File: config.mk
export PLATFORM = sky130hd
export DESIGN_NAME = tdp_divider
export DESIGN_NICKNAME = d
export VERILOG_FILES = /design/src/rtl/tdp_pkg.sv /design/src/rtl/tdp_divider.sv
export SDC_FILE = /design/constraint.sdc
export NUM_CORES = 1
export LEC_CHECK = 0
export BUFFER_PORTS_ARGS = -buffer_cell sky130_fd_sc_hd__buf_2
export CORE_MARGIN = 8
export CORE_UTILIZATION = 52
export DETAILED_ROUTE_END_ITERATION = 7
export GPL_TIMING_DRIVEN = 0
export PLACE_DENSITY = 0.77
export RECOVER_POWER = 100
export SYNTH_ARGS = -nofsm -noshare
export SYNTH_HDL_FRONTEND = slang
export SYNTH_SLANG_ARGS = --single-unit
export TNS_END_PERCENT = 100
File: constraint.sdc
create_clock -name clk -period 3.1 [get_ports clk]
set_input_delay 0.155 -clock clk [delete_from_list [all_inputs] [get_ports clk]]
set_output_delay 0.155 -clock clk [all_outputs]
set_load 0.02 [all_outputs]
File: src/rtl/tdp_pkg.sv
// ----------------------------------------------------------------------------
// tdp_pkg: shared definitions for the trial division prime test
// Holds the candidate word width, the default datapath width and the status
// word that the shared divider reports to the sequencer.
// ----------------------------------------------------------------------------
package tdp_pkg;

  // Width of the candidate word on the input port.
  localparam int CAND_W = 32;

  // Default value of the WIDTH parameter of the top level.
  localparam int WIDTH_DEFAULT = 32;

  // Status of the shared divider as seen by the sequencer.
  typedef struct packed {
    logic busy;  // a division is in progress
    logic done;  // quotient and remainder are valid in this cycle
  } tdp_div_status_t;

endpackage

File: src/rtl/tdp_divider.sv
// ----------------------------------------------------------------------------
// tdp_divider: shared restoring divider
// Divides an NW-bit dividend by an NW-bit divisor, one quotient bit per cycle.
// done is raised for one cycle when quotient and remainder are ready.
// ----------------------------------------------------------------------------
module tdp_divider #(
  parameter int NW = 32
) (
  input  logic                      clk,
  input  logic                      rst_n,
  input  logic                      start,
  input  logic [NW-1:0]             dividend,
  input  logic [NW-1:0]             divisor,
  output tdp_pkg::tdp_div_status_t  status,
  output logic [NW-1:0]             quotient,
  output logic [NW-1:0]             remainder
);
  import tdp_pkg::*;

  localparam int CNT_W = $clog2(NW + 1);
  localparam logic [CNT_W-1:0] CNT_LOAD = CNT_W'(NW);
  localparam logic [CNT_W-1:0] CNT_ONE  = CNT_W'(1);
  localparam logic [CNT_W-1:0] CNT_ZERO = '0;

  logic [NW-1:0]    quo_r, quo_nxt;
  logic [NW-1:0]    rem_r, rem_nxt;
  logic [NW-1:0]    dsr_r;
  logic [CNT_W-1:0] cnt_r, cnt_nxt;
  logic             done_r;

  logic [NW:0] trial;
  logic [NW:0] diff;
  logic        fits;

  // The quotient register first holds the dividend; its top bit moves into
  // the partial remainder while the new quotient bit enters at the bottom.
  assign trial = {rem_r, quo_r[NW-1]};
  assign diff  = trial - {1'b0, dsr_r};
  assign fits  = ~diff[NW];

  always_comb begin
    quo_nxt = quo_r;
    rem_nxt = rem_r;
    cnt_nxt = cnt_r;
    if (start) begin
      quo_nxt = dividend;
      rem_nxt = '0;
      cnt_nxt = CNT_LOAD;
    end else if (cnt_r != CNT_ZERO) begin
      quo_nxt = {quo_r[NW-2:0], fits};
      rem_nxt = fits ? diff[NW-1:0] : trial[NW-1:0];
      cnt_nxt = cnt_r - CNT_ONE;
    end
  end

  always_ff @(posedge clk) begin
    if (!rst_n) begin
      cnt_r  <= CNT_ZERO;
      done_r <= 1'b0;
    end else begin
      cnt_r  <= cnt_nxt;
      done_r <= (cnt_r == CNT_ONE) && !start;
    end
  end

  always_ff @(posedge clk) begin
    quo_r <= quo_nxt;
    rem_r <= rem_nxt;
    if (start) begin
      dsr_r <= divisor;
    end
  end

  assign status.busy = (cnt_r != CNT_ZERO);
  assign status.done = done_r;
  assign quotient    = quo_r;
  assign remainder   = rem_r;

endmodule

# After elaboration in Yosys (flattened, before gate mapping)
# Cells that the tools add are included.
# W data, S select, Z words.
# word_totals
elab_cells	21
output_inout_bits	66
register_bits	103
# classes
n_mux	5
n_bitwise	2
addsub	2
eq_ne	1
reduce_logical	5
# ops
operator	n
$mux W32	3
$sub A33 B32 Y33	1
$mux W6	2
$eq A6 B1 Y1 const B	1
$reduce_bool A6 Y1	1
$sub A6 B1 Y6 const B	1
$not A1 Y1	2
$reduce_bool A2 Y1	1
$reduce_or A2 Y1	1
$logic_and A1 B1 Y1	1
$logic_not A1 Y1	1

# Logic depth before layout (Yosys ltp)
# logic_depth
depth_word	4
mapped_depth	14

# Least setup slack after synthesis
# No wires, ideal clock.
# synth_path
path_type	reg-to-reg
startpoint	reg quo_r[31], in the netlist quotient[31]
endpoint	reg rem_r[19], in the netlist remainder[19]
stages_incl_launch_ff	14
path_slack_ns	0.151
arrival_ns	2.861
t_required_ns	3.012
period_less_slack_ns	2.949
n_path_buf	1
path_cell_list	edfxtp_1 -> inv_1 -> ha_1 -> fa_1 -> nor2b_1 -> o31a_1 -> o211ai_2 -> a21oi_4 -> nor2_2 -> o311ai_4 -> buf_6 -> nor2_2 -> o31a_1 -> a311oi_2
# synth_between
elab_chain_cells	2
# synth_lines
item	line_no	rtl
start, declared	tdp_divider.sv:25	logic [NW-1:0] quo_r, quo_nxt;
start signal, assigned	tdp_divider.sv:67	quo_r <= quo_nxt;
$sub A33 B32 Y33	tdp_divider.sv:38	assign diff = trial - {1'b0, dsr_r};
$mux W32	tdp_divider.sv:51	rem_nxt = fits ? diff[NW-1:0] : trial[NW-1:0];
end signal, assigned	tdp_divider.sv:68	rem_r <= rem_nxt;
end, declared	tdp_divider.sv:26	logic [NW-1:0] rem_r, rem_nxt;
# No other way between the ends.
# A chain may end at the register's enable or synchronous reset.

# Worst setup path in the final report
# layout_path
startpoint	reg dsr_r[1]
endpoint	reg rem_r[19], in the netlist remainder[19]
# layout_between
elab_chain_cells	2
# layout_lines
item	line_no	rtl
start, declared	tdp_divider.sv:27	logic [NW-1:0] dsr_r;
start signal, assigned	tdp_divider.sv:70	dsr_r <= divisor;
$sub A33 B32 Y33	tdp_divider.sv:38	
$mux W32	tdp_divider.sv:51	
# No other way between the ends.

==> flow_summary.ini <==
[floorplan]
placementRows = 39
initial_utilization_pct = 53.1
die_w_um = 124
ioPinCount = 133
die-height_um = 124
design.die.area_um2 = 15400
design.core.area_um2 = 11400

[placement]
buffer_ports.inserted = 132
place.detailed.hpwl_um = 11400
dp_cells = 864
place.gp.congestion = 0.923
placedInstanceArea_um2 = 6910

[logic_synthesis]
synth_edf_count = 64
synth_xor_area_share_pct = 4.47
yosys-mux-area-fraction_pct = 10.8
postSynth.asyncResetShare_pct = 0
synth_sequential_area_ratio_pct = 44.5
yosys_warnings = 0
postSynthAreaPerCell_um2 = 10.3
post_synth_fa_ha_maj_area_fraction_pct = 7.34
synth_compound_gate_area_share_pct = 16.0
post_syn_nets = 691
postSynthRegisterBits = 103
synth-main-ff-cell = edfxtp_1
synth_simple_gate_area_share_pct = 11.2
synth_area_um2 = 6070
netlist-cell-type-count = 61
synthCells = 589
synth_top_family_by_area = compound AO/OA/AOI/OAI gates

[sta]
setup-tns-final_ns = 0
slew-limit-headroom_pct = 47.8
timing.clock.skew_ns = 0.0121
rsz0062_at_grt = false
final_hold_viol_count = 0
slew_viol_final = 0
fin_crit_sh_pct = 96.6
timing.fmax_ghz = 0.334
timing.final.crit_period_ns = 2.99
max_slew.worst_pin.slew_ns = 0.784
final-setup-viol-count = 0

[global_route]
gr-total-overflow = 0
grt_pass1_wl_um = 24500
first_global_vias = 5182
grt_use_total_pct = 20.1
antenna_found_initial = 0
grt_start_max_net_pins = 34

[critical_path]
cp.arrival_ns = 3.27
path_max_fanout = 4
kind_of_end_point_of_the_critical_path = register
critical_path_end = remainder[19]$_SDFFE_PP0P_
setup.worst_path.start = dsr_r[1]$_DFFE_PP_
worst_setup_start_kind = register
worst_ep_required_time_ns = 3.38
r2r.worst_path.cells = 11
regToRegEndpoint = remainder[19]$_SDFFE_PP0P_
timing_worst_setup_path_type = register to register
origin_of_the_critical_flop_to_flop_path = dsr_r[1]$_DFFE_PP_
rrSetupSlack_ns = 0.11

[final_layout]
drive_above_1_share_pct = 19.8
final-instance-count-excl-fill = 920
post-route-util_pct = 66.1
area_growth_syn_to_layout_pct = 24.4
post-route-cell-area_um2 = 7550
num_antenna_cells = 0
final_nets = 874

[power]
total_switching_power_mw = 3.08
cell_internal_pwr_mw = 4.07
clock_power_share_pct = 15.9
power_per_cell_area_nw_per_um2 = 947
power_leakage_nw = 3.18
share_comb_of_total_power_pct = 54.4
fin_total_pwr_mw = 7.15
p_sw_share_pct = 43.1
ir_worst_vdd_v = 0.000585
p_seq_share_pct = 29.7

[detailed_routing]
detail_route.drc_violations = 0
average_detailed_routed_wire_length_per_instance_um = 16.5
drt_pass1_iterations = 5
avgViaCountPerCell = 5.50
totalWireLength_um = 15200
drtAntennaViolNets = 0
dr.first_iter.drc_count = 287
routed-via-count = 5059

[clock_tree]
cts_root_buffer = clkbuf_16
tritoncts = yes
cts.path.max_buffers = 2
cts_inserted_buffers = 9
cts_htree_levels = 3
clk_pin_slew_worst_paths_ns = 0.08
clock_sinks = 103
clk_latency_ns = 0.36

[outcome]
outcome = completed

[worst_hold_path]
min-delay-path-class = input pin to register

[run]
max_cap_violations = 0
flip-flops by register name, summed over array words and instances (netlist names):
signal,flops
remainder,32
done_r,1
cnt_r,6
dsr_r,32
quotient,32
cells in the mapped netlist (all sizes together) (6+ instances only):
cell type	n	area, um2
nor2	57	219
inv	44	165
nand4	7	43.8
a21oi	38	201
clkbuf	17	63.8
nand3	7	40.0
nand2	37	139
dfxtp	39	781
nor3	8	40.0
o21a	6	45.0
a21o	13	97.6
a211oi	27	203
ha	34	425
xnor2	22	193
o21ai	22	110
mux2	34	383
buf	14	118
mux2i	27	270
edfxtp	64	1920
xor2	9	78.8
nor2b	6	37.5
area by class of cell:
| type | instances | area (um2) |
|---|---|---|
| fillers | 969 | 3870 |
| plain buffers | 31 | 185 |
| clock buffers | 9 | 225 |
| repair buffers | 172 | 956 |
| flip-flops and latches | 103 | 2700 |
| multi-input cells | 411 | 3050 |
| clock inverters | 7 | 85.1 |
| inverters | 44 | 165 |
| well taps | 143 | 179 |
per-stage QoR:
| stage | worst slack [ns] | hold WS (ns) |
|---|---|---|
| 2_1_floorplan | 0.151 | 0.254 |
| 3_3_place_gp | -0.0753 | 0.331 |
| 3_5_place_dp | -0.203 | 0.333 |
| 4_1_cts | 0.0545 | 0.0286 |
| 5_1_grt | 0.000805 | 0.0304 |
| 6_report | 0.107 | 0.0350 |
timing repair:
item                                    4_1_cts  5_1_grt
endpoints found under the setup margin       25       31
hold endpoints to repair                     32        0
resized for setup                             1        8
pin swaps                                     4        6
gates cloned                                  1        0
hold buffers                                 32        0
setup buffers                                 4        3
cells in the final DEF (no fill, tap or decap), types with 3 or more instances in the layout:
master / netlist / final
nand2b_1: 4 / 3
a21oi_1: 37 / 37
and3_1: 3 / 3
o211ai_1: 4 / 4
a21o_1: 13 / 13
o2111ai_1: 3 / 3
xor2_1: 9 / 9
buf_2: 8 / 74
clkinv_8: 0 / 3
mux2_2: 34 / 34
dlygate4sd3_1: 0 / 32
clkbuf_16: 0 / 9
nand2_1: 37 / 37
a211oi_1: 27 / 27
o211a_1: 3 / 3
inv_1: 43 / 43
xnor2_1: 22 / 22
a31oi_1: 5 / 5
nand4_1: 7 / 7
ha_1: 34 / 33
edfxtp_1: 64 / 64
mux2i_1: 27 / 27
o21ai_0: 21 / 20
nor2_1: 55 / 55
nor2b_1: 6 / 5
o21a_1: 6 / 6
nand3_1: 6 / 6
clkbuf_1: 17 / 83
buf_4: 2 / 7
o31a_1: 5 / 5
nor3_1: 8 / 8
dfxtp_1: 39 / 39
worst max-delay path, cell delays in order (launching register included):
cell and delay (ns):
edfxtp_1 0.44, inv_1 0.08, ha_1 0.21, nor2b_1 0.14, o31a_1 0.26, o211a_1 0.28, o211ai_1 0.32, o211ai_1 0.16
a31oi_1 0.28, o21ai_0 0.15, mux2_2 0.30, a311oi_2 0.26
cells by family (layout without fill, tap and decap cells):
family	Yosys count	in the layout
compound gates	140	140
mux	61	61
fa+ha+maj	35	35
buf+inv	75	263
simple gates	144	144
xor+xnor	31	31
flops	103	103
metal layers:
layer  up-vias  GRT usage [%]  wire length, um
met4         0           6.99              248
met5         -              0                0
met3        19           6.48             1060
met1      2386           23.0             6420
met2       150           34.7             7480
li1       2504              -                -
worst min-delay path by stage:
stage	from	endpoint	slack, ns	cells after the start
CTS	rst_n	cnt_r[5]$_SDFFE_PN0P_	0.03	2
floorplan	divisor[0]	dsr_r[0]$_DFFE_PP_	0.25	0
detailed placement	divisor[14]	dsr_r[14]$_DFFE_PP_	0.33	1
global route	rst_n	cnt_r[5]$_SDFFE_PN0P_	0.03	2
global placement	divisor[22]	dsr_r[22]$_DFFE_PP_	0.33	1
finish	rst_n	cnt_r[5]$_SDFFE_PN0P_	0.04	2
power by group through the flow:
stage               Combinational [mW]  Clock, mW  Sequential (mW)
CTS                               3.93       1.16             2.11
finish                            3.89       1.14             2.12
global route                      4.24       1.21             2.17
global placement                  3.68          0             2.11
detailed placement                3.77          0             2.13
floorplan                         2.55          0             2.43
Power figures use the tool's default switching activity.
